==> src/hw/rtl/brb_pkg.sv <==
// package for the byte ring buffer
// holds the default sizes, the opcode and error codes and the fixed field widths
package brb_pkg;

	localparam int STORE_BYTES_DEF = 256;
	localparam int LANE_BYTES_DEF  = 8;

	localparam int OPC_W   = 2;
	localparam int CNT_F_W = 4;
	localparam int DATA_W  = 64;
	localparam int ERR_W   = 2;
	localparam int LVL_W   = 9;

	localparam logic [OPC_W-1:0] OP_WR_PART = 2'd0;
	localparam logic [OPC_W-1:0] OP_WR_ALL  = 2'd1;
	localparam logic [OPC_W-1:0] OP_RD_PART = 2'd2;
	localparam logic [OPC_W-1:0] OP_RD_ALL  = 2'd3;

	localparam logic [ERR_W-1:0] ERR_NONE      = 2'd0;
	localparam logic [ERR_W-1:0] ERR_OVERFLOW  = 2'd1;
	localparam logic [ERR_W-1:0] ERR_UNDERFLOW = 2'd2;

endpackage

==> src/hw/rtl/byte_ring_buffer_top.sv <==
// byte ring buffer top level: fifo of bytes in a circular store
// depends on brb_pkg and brb_ram
//
// Each input beat asks for a partial or all-or-nothing write or read of up to
// LANE_BYTES bytes (byte_count above LANE_BYTES counts as LANE_BYTES) and gives
// exactly one result beat with the bytes moved, the read bytes (first byte in
// bits 7:0, unused bytes and writes zero), an error code and the fill level and
// free space afterwards. The store is one byte-wide ram with a registered read,
// accessed one byte per cycle, so items are handled one at a time: a write of
// n bytes writes them in turn, a read of n bytes then waits for its last byte,
// and an item moving nothing skips to its result. A new beat is taken while the
// previous result still waits on out_stall; the store needs no clearing pass.
module byte_ring_buffer_top
	import brb_pkg::*;
#(
	parameter int STORE_BYTES = STORE_BYTES_DEF,
	parameter int LANE_BYTES  = LANE_BYTES_DEF
) (
	input  logic                        clk,
	input  logic                        arst_n,
	input  logic                        in_valid,
	output logic                        in_stall,
	input  logic [brb_pkg::OPC_W-1:0]   opcode,
	input  logic [brb_pkg::CNT_F_W-1:0] byte_count,
	input  logic [brb_pkg::DATA_W-1:0]  write_data,
	output logic                        out_valid,
	input  logic                        out_stall,
	output logic [brb_pkg::CNT_F_W-1:0] moved_count,
	output logic [brb_pkg::DATA_W-1:0]  read_data,
	output logic [brb_pkg::ERR_W-1:0]   error_code,
	output logic [brb_pkg::LVL_W-1:0]   fill_level,
	output logic [brb_pkg::LVL_W-1:0]   free_space
);

	localparam int PTR_W  = (STORE_BYTES > 1) ? $clog2(STORE_BYTES) : 1;
	localparam int CNT_W  = $clog2(STORE_BYTES + 1);
	localparam int LANE_W = 3;
	localparam logic [CNT_F_W-1:0] LANE_CNT = CNT_F_W'(LANE_BYTES);
	localparam logic [PTR_W-1:0]   PTR_LAST = PTR_W'(STORE_BYTES - 1);
	localparam logic [CNT_W-1:0]   CNT_FULL = CNT_W'(STORE_BYTES);

	typedef enum logic [2:0] {
		S_IDLE,
		S_WRITE,
		S_READ,
		S_RDWAIT,
		S_DONE
	} state_t;

	state_t             state_q;
	logic [PTR_W-1:0]   rptr_q;
	logic [PTR_W-1:0]   wptr_q;
	logic [CNT_W-1:0]   count_q;
	logic               op_wr_q;
	logic [CNT_F_W-1:0] moved_q;
	logic [CNT_F_W-1:0] idx_q;
	logic [ERR_W-1:0]   err_q;
	logic [DATA_W-1:0]  wdata_q;
	logic [DATA_W-1:0]  rdata_q;
	logic               rd_vld_s1;
	logic [LANE_W-1:0]  rd_lane_s1;
	logic               out_valid_q;

	logic [CNT_F_W-1:0] req;
	logic [CNT_W-1:0]   space;
	logic               is_wr;
	logic               all_or_none;
	logic [CNT_F_W-1:0] moved_d;
	logic [ERR_W-1:0]   err_d;
	logic [CNT_F_W-1:0] idx_nxt;
	logic               accept;
	logic               out_free;
	logic [CNT_W-1:0]   count_nxt;
	logic [CNT_W-1:0]   free_nxt;
	logic [CNT_W+LVL_W-1:0] fill_ext;
	logic [CNT_W+LVL_W-1:0] free_ext;

	logic               mem_wr_en;
	logic               mem_rd_en;
	logic [7:0]         mem_wr_data;
	logic [7:0]         mem_rd_data;

	assign in_stall  = (state_q != S_IDLE);
	assign accept    = in_valid && !in_stall;
	assign out_valid = out_valid_q;
	assign out_free  = !out_valid_q || !out_stall;
	assign idx_nxt   = idx_q + CNT_F_W'(1);

	always_comb begin
		req         = (byte_count > LANE_CNT) ? LANE_CNT : byte_count;
		space       = CNT_FULL - count_q;
		is_wr       = (opcode == OP_WR_PART) || (opcode == OP_WR_ALL);
		all_or_none = (opcode == OP_WR_ALL) || (opcode == OP_RD_ALL);
		moved_d     = req;
		err_d       = ERR_NONE;
		if (req == '0) begin
			moved_d = '0;
		end else if (is_wr) begin
			if (CNT_W'(req) > space) begin
				err_d   = ERR_OVERFLOW;
				moved_d = all_or_none ? '0 : space[CNT_F_W-1:0];
			end
		end else begin
			if (CNT_W'(req) > count_q) begin
				err_d   = ERR_UNDERFLOW;
				moved_d = all_or_none ? '0 : count_q[CNT_F_W-1:0];
			end
		end
	end

	always_comb begin
		count_nxt = op_wr_q ? (count_q + CNT_W'(moved_q)) : (count_q - CNT_W'(moved_q));
		free_nxt  = CNT_FULL - count_nxt;
		fill_ext  = {{LVL_W{1'b0}}, count_nxt};
		free_ext  = {{LVL_W{1'b0}}, free_nxt};
	end

	assign mem_wr_en   = (state_q == S_WRITE);
	assign mem_rd_en   = (state_q == S_READ);
	assign mem_wr_data = wdata_q[idx_q[LANE_W-1:0]*8 +: 8];

	brb_ram #(
		.WIDTH(8),
		.DEPTH(STORE_BYTES)
	) u_store (
		.clk    (clk),
		.wr_en  (mem_wr_en),
		.wr_addr(wptr_q),
		.wr_data(mem_wr_data),
		.rd_en  (mem_rd_en),
		.rd_addr(rptr_q),
		.rd_data(mem_rd_data)
	);

	always_ff @(posedge clk or negedge arst_n) begin
		if (!arst_n) begin
			state_q     <= S_IDLE;
			rptr_q      <= '0;
			wptr_q      <= '0;
			count_q     <= '0;
			rd_vld_s1   <= 1'b0;
			out_valid_q <= 1'b0;
			op_wr_q     <= 1'b0;
			moved_q     <= '0;
			idx_q       <= '0;
			err_q       <= ERR_NONE;
		end else begin
			rd_vld_s1 <= (state_q == S_READ);
			if (state_q == S_DONE && out_free) begin
				out_valid_q <= 1'b1;
			end else if (!out_stall) begin
				out_valid_q <= 1'b0;
			end
			if (rd_vld_s1) begin
				rdata_q[rd_lane_s1*8 +: 8] <= mem_rd_data;
			end
			unique case (state_q)
				S_IDLE: begin
					if (accept) begin
						op_wr_q <= is_wr;
						moved_q <= moved_d;
						err_q   <= err_d;
						idx_q   <= '0;
						wdata_q <= write_data;
						rdata_q <= '0;
						if (moved_d == '0) begin
							state_q <= S_DONE;
						end else if (is_wr) begin
							state_q <= S_WRITE;
						end else begin
							state_q <= S_READ;
						end
					end
				end
				S_WRITE: begin
					wptr_q <= (wptr_q == PTR_LAST) ? '0 : wptr_q + PTR_W'(1);
					idx_q  <= idx_nxt;
					if (idx_nxt == moved_q) begin
						state_q <= S_DONE;
					end
				end
				S_READ: begin
					rptr_q     <= (rptr_q == PTR_LAST) ? '0 : rptr_q + PTR_W'(1);
					idx_q      <= idx_nxt;
					rd_lane_s1 <= idx_q[LANE_W-1:0];
					if (idx_nxt == moved_q) begin
						state_q <= S_RDWAIT;
					end
				end
				S_RDWAIT: begin
					state_q <= S_DONE;
				end
				S_DONE: begin
					if (out_free) begin
						count_q     <= count_nxt;
						moved_count <= moved_q;
						read_data   <= rdata_q;
						error_code  <= err_q;
						fill_level  <= fill_ext[LVL_W-1:0];
						free_space  <= free_ext[LVL_W-1:0];
						state_q     <= S_IDLE;
					end
				end
				default: begin
					state_q <= S_IDLE;
				end
			endcase
		end
	end

endmodule

==> src/hw/rtl/brb_ram.sv <==
// generic single-clock ram, one write port and one read port
// read data is registered; no package dependency
module brb_ram #(
	parameter int WIDTH = 8,
	parameter int DEPTH = 256
) (
	input  logic                                   clk,
	input  logic                                   wr_en,
	input  logic [((DEPTH > 1) ? $clog2(DEPTH) : 1)-1:0] wr_addr,
	input  logic [WIDTH-1:0]                       wr_data,
	input  logic                                   rd_en,
	input  logic [((DEPTH > 1) ? $clog2(DEPTH) : 1)-1:0] rd_addr,
	output logic [WIDTH-1:0]                       rd_data
);

	logic [WIDTH-1:0] mem_q [DEPTH];

	always_ff @(posedge clk) begin
		if (wr_en) begin
			mem_q[wr_addr] <= wr_data;
		end
		if (rd_en) begin
			rd_data <= mem_q[rd_addr];
		end
	end

endmodule

==> config.mk <==
export PLATFORM = sky130hd
export DESIGN_NAME = byte_ring_buffer_top
export DESIGN_NICKNAME = d
export VERILOG_FILES = /design/src/hw/rtl/brb_pkg.sv /design/src/hw/rtl/byte_ring_buffer_top.sv /design/src/hw/rtl/brb_ram.sv
export SDC_FILE = /design/constraint.sdc
export NUM_CORES = 2
export LEC_CHECK = 0
export BUFFER_PORTS_ARGS = -buffer_cell sky130_fd_sc_hd__buf_2
export CAP_MARGIN = 25
export CORE_UTILIZATION = 50
export DETAILED_ROUTE_END_ITERATION = 6
export PLACE_DENSITY = 0.66
export SLEW_MARGIN = 20
export SYNTH_ARGS = -nofsm -noshare
export SYNTH_HDL_FRONTEND = slang
export SYNTH_SLANG_ARGS = --single-unit
==> constraint.sdc <==
create_clock -name clk -period 6.1 [get_ports clk]
set_input_delay 0.61 -clock clk [delete_from_list [all_inputs] [get_ports clk]]
set_output_delay 0.61 -clock clk [all_outputs]
set_load 0.1 [all_outputs]
Word level (Yosys, flattened, before mapping)
Memories as Yosys holds them, arrays and structs flattened. A register that Yosys moved wholly into a read port is not among the register bits.
Cells that the tools add are included.
{ "classes": {"reduce_logical": 22, "n_eq_ne": 14, "magnitude_cmp": 3, "n_mux": 31, "addsub": 8, "n_shift": 3} }
{ "op_table": {"columns": ["cell", "count"], "rows": [
  ["$mux 64", 3],
  ["$bwmux 64", 1],
  ["$shift 8x34->64 const A", 1],
  ["$shiftx 64x7->8", 1],
  ["$shiftx 8x34->64", 1],
  ["$neg 6->34", 1],
  ["$mux 4", 8],
  ["$gt 4x9->1", 2],
  ["$sub 9x9->9 const A", 2],
  ["$add 8x1->8 const B", 2],
  ["$eq 8x8->1 const B", 2],
  ["$mux 8", 2],
  ["$mux 3", 5],
  ["$pmux 3 s5", 1],
  ["$add 9x4->9", 1],
  ["$mux 9", 1],
  ["$sub 9x4->9", 1],
  ["$logic_not 4->1", 2],
  ["$mux 2", 4],
  ["$pmux 4 s2", 1],
  ["$reduce_and 2->1", 4],
  ["$eq 3x2->1 const B", 2],
  ["$ne 2x1->1 const B", 3],
  ["$reduce_and 3->1", 2],
  ["other kinds (18)", 28]
]} }
{ "word_totals": {"wordCells": 100, "mem_bits_rw": 2048, "mem_count": 1, "output_inout_bits": 90, "inputBits": 74, "ff_bits": 260} }
{ "memory_table": {"columns": ["name", "words", "word_bits", "read_ports", "rd_clocked_by_memory_dff", "wr", "line_no", "rtl"], "rows": [
  ["u_store.mem_q", 256, 8, 1, 1, 1, "brb_ram.sv:16", "logic [WIDTH-1:0] mem_q [DEPTH];"]
]} }

Longest topological paths before layout
{ "depth": {"word_depth": 10, "mapped_depth": 12} }

Modules after synthesis
From an unflattened synthesis, not the netlist that was laid out.
{ "hier_totals": {"hier_cells": 4565, "area_unflattened_um2": 90805.8} }
{ "by_module_without_submodules": {"columns": ["module", "instances", "cells_per_inst", "area_per_inst_um2"], "rows": [
  ["brb_ram", 1, 3733, 79636.4],
  ["byte_ring_buffer_top", 1, 832, 11169.5]
]} }

Least setup slack after synthesis
No wires, ideal clock.
{ "synth_timing": {"path_kind": "reg-to-reg", "startpoint": "register out_valid_q (netlist: out_valid)", "endpoint": "register error_code[0] in the netlist's numbering (enable)", "arrival_time_ns": 5.028, "slack_ns": 0.538, "required_time_ns": 5.566, "period_less_slack_ns": 5.562, "path_stages_with_launch": 5, "path_cell_list": "dfrtp_1 -> nand2_1 -> nand3_1 -> clkbuf_1 -> nor2_1"} }
{ "synth_between": {"elab_chain_len": 3} }
{ "synth_rtl": {"columns": ["item", "line_no", "rtl"], "rows": [
  ["from (decl)", "byte_ring_buffer_top.sv:62", "logic out_valid_q;"],
  ["from (signal assigned)", "byte_ring_buffer_top.sv:142", "out_valid_q <= 1'b0;"],
  ["from (signal assigned)", "byte_ring_buffer_top.sv:150", "out_valid_q <= 1'b1;"],
  ["from (signal assigned)", "byte_ring_buffer_top.sv:152", "out_valid_q <= 1'b0;"],
  ["$logic_not 1->1", "byte_ring_buffer_top.sv:86", "assign out_free = !out_valid_q || !out_stall;"],
  ["$logic_or 1x1->1", "byte_ring_buffer_top.sv:86", null],
  ["$reduce_and 3->1 (no line)", null, null],
  ["to (signal assigned)", "byte_ring_buffer_top.sv:198", "error_code <= err_q;"],
  ["to (decl)", "byte_ring_buffer_top.sv:30", "output logic [brb_pkg::ERR_W-1:0] error_code,"]
]} }
No other way between the ends.
A chain may end at the register's enable or synchronous reset.

==> metrics.txt <==
Vias 43100; critical path type flip-flop to flip-flop; clock network fraction of design power 0.276; Crit. path cell count 6; RSZ-0062 raised after global routing no; combinational share of power 0.295; FF+latch area 69300 um2; port buffer count 163; setup_tns 0 ps; internal power 35.0 mW; die height 427 um; asr flop ratio synth 0.0177; Setup Buffers After CTS 0; outcome finished, final reports clean; Synth Net Count 4243; sw frac 0.314; slew of the pin with the lowest slew margin 1130 ps; fill cell count 12800; post-CTS sizing 0; Pre-antenna DRT Iters 7; WP data required 6690 ps; area of the multi-input gates 20100 um2; smallest setup slack after layout 1710 ps; Iter 0 DRT Violations 5295; Clock Pin Slew Worst Setup and Hold Paths 60 ps; effective utilization at floorplan 0.505; final non-filler cell area 103000 um2; CP Cell Sequence buf_12 > mux4_2 > mux4_2 > a211oi_1 > a221oi_1 > or3_1; critical-path maximum fanout 56; worst skew pair latency 850 ps; clk sinks 2315; Register-to-Register Path Depth 6; initial antenna violation count 10; CP arrival 4980 ps; PwrDens 498 nW/um2; number of flops mapped to enable cells by yosys 2274; drt wl/cell 30.1 um; Clock Tree Buf Depth 3; Critical Path Slowest Stage Cell dfrtp_4; # setup viols final 0; H-tree Lvls 4; Avg Vias per Cell 6.16; Post-synth top cells edfxtp_1 (2274), mux4_2 (646), nor2_1 (365), clkbuf_1 (134), mux2i_1 (87); clock buffer count from CTS 224; flops & latches, synth 2315; sequential power share 0.429; nets@finish 4554; CTS tree yes; Hold Path Origin out_stall; first-pass GRT wire length 304000 um; Routability Congestion 0.839; largest area contributor in the netlist edfxtp_1; Critical R2R Launch rptr_q[0]; Max Slew Vio Count 0; Synth Flop Type edfxtp_1; largest net degree at the start of global routing 161; Power, Total 51.1 mW; CTS root buf clkbuf_16; Buf/Inv on CP 1; drt total wl 211000 um; worst stage delay on the critical path 960 ps; total congestion overflow 0; Synth cell types 68; Synth warnings 0; clock skew 31.9 ps; Post-Place Setup Slack 1770 ps; layout cells sized above 1 0.278; vias in the first global route 43000; Row Count 155; I/O pin cnt 164; min cycle time layout 4390 ps; synthesized area per cell 21.8 um2; most common cell in the netlist edfxtp_1; sequential share of the synthesized area 0.767; Setup crit end kind flip-flop; synthesis-to-layout area growth 13.4%; die area 183000 um2; fin crit share 0.720; Die Span X 427 um; Max Freq 228 MHz; top cells by area, synth edfxtp_1 (76%), mux4_2 (16%), nor2_1 (1.5%); ANT nets after route 0; P_sw 16.0 mW; Final Hold Fails 0; crit-path leading delay family compound AO/OA/AOI/OAI gates; All-Layer GR Usage 0.233; worst hold-check path type input pin to flip-flop; DP HPWL 123000 um; DRC viols 0; hold depth 3; Post-Synthesis Cell Area 90400 um2; placed inst area 94300 um2; Critical Path Start rptr_q[0]; max_cap viols 0; CORE AREA 179000 um2; final hold slack 87.7 ps; top-area cell type share of the netlist area 0.755; Max-slew headroom 0.243; CP Launch Type flip-flop; Critical Path Most Common Cell mux4_2; Synth Instances 4141; Max VDD drop 0.000714 V; leakage 32.3 nW
## kinds of logic after synthesis
family / count (synthesis) / share of synthesized area
flops: 2315 / 0.767
mux: 753 / 0.173
simple gates: 564 / 0.0268
buf+inv: 273 / 0.0132
compound gates: 181 / 0.0137
fa+ha+maj: 28 / 0.00396
xor+xnor: 27 / 0.00277
## metal layers
layer  vias to the layer above  global-route usage  share of wire
met2                      2030               0.372           0.49
li1                      17900                   -              -
met3                       325              0.0487          0.086
met4                         4              0.0681          0.027
met1                     22900               0.328           0.40
met5                         -                   0        0.00013
## power groups by stage
stage	Clock [mW]	Combinational (mW)	Sequential (mW)
floorplan	0	9.64	22.3
global placement	0	15.0	22.2
detailed placement	0	15.2	22.2
CTS	14.3	15.3	21.9
global route	14.9	15.9	22.0
finish	14.1	15.0	21.9
## worst min-delay path, stage by stage
cell     delay [ps]
buf_2            80
nand2_1         110
nand2_1          90
## state kept, by name, summed over array words and instances (netlist names), 3 cells and up
name and flops:
u_store.rd_data 8, rdata_q 64, state_q 3, rd_lane_s1 3
free_space 8, fill_level 9, moved_count 4, count_q 9
u_store.mem_q 2048, idx_q 4, moved_q 4, read_data 64
wdata_q 64, rptr_q 8, wptr_q 8
## final timing paths
kind | end | slack [ps]
min in group asynchronous | count_q[1] | 360
hold / removal | out_valid | 90
setup / recovery | u_store.rd_data[5] | 1710
hold reg to reg | read_data[8] | 440
max in group asynchronous | err_q[0] | 4410
setup reg to reg | u_store.rd_data[5] | 1710
## per-stage QoR
stage | cells | utilization
CTS | 6999 | 0.573
global placement | 6506 | 0.527
global route | 7005 | 0.573
finish | 7007 | 0.573
floorplan | 4141 | -
detailed placement | 6510 | 0.527
## area by class of cell
class | count | share of cell area
multi-input combinational | 1553 | 0.196
inverter | 29 | 0.00106
timing repair buffer | 329 | 0.0248
tap | 2355 | 0.0287
sequential | 2315 | 0.676
clock inverter | 157 | 0.0159
antenna | 2 | 0.0000488
clock buffer | 267 | 0.0572
## cells in the final DEF, fill, tap and decap left out, types with 12 or more instances in the layout
cell and n:
mux4_2 646, o21ai_0 34, buf_4 77, a21oi_1 37
clkinv_1 60, xor2_1 12, xnor2_1 14, nor3_1 18
buf_12 25, mux2i_1 87, dfrtp_1 37, clkinv_2 44
nor2b_1 15, a22oi_1 39, ha_1 27, edfxtp_1 2274
mux2_2 12, dlygate4sd3_1 65, nor2_1 362, nand3_1 19
nand3_2 12, clkbuf_1 35, clkbuf_16 226, buf_2 162
bufinv_16 31, nand2_1 67, inv_1 29
## timing repair
item	4_1_cts	5_1_grt
hold buffers	65	0
endpoints found under the setup margin	0	0
endpoints found under the hold margin	102	0
No activity file was read; power rests on OpenSTA's default activity.
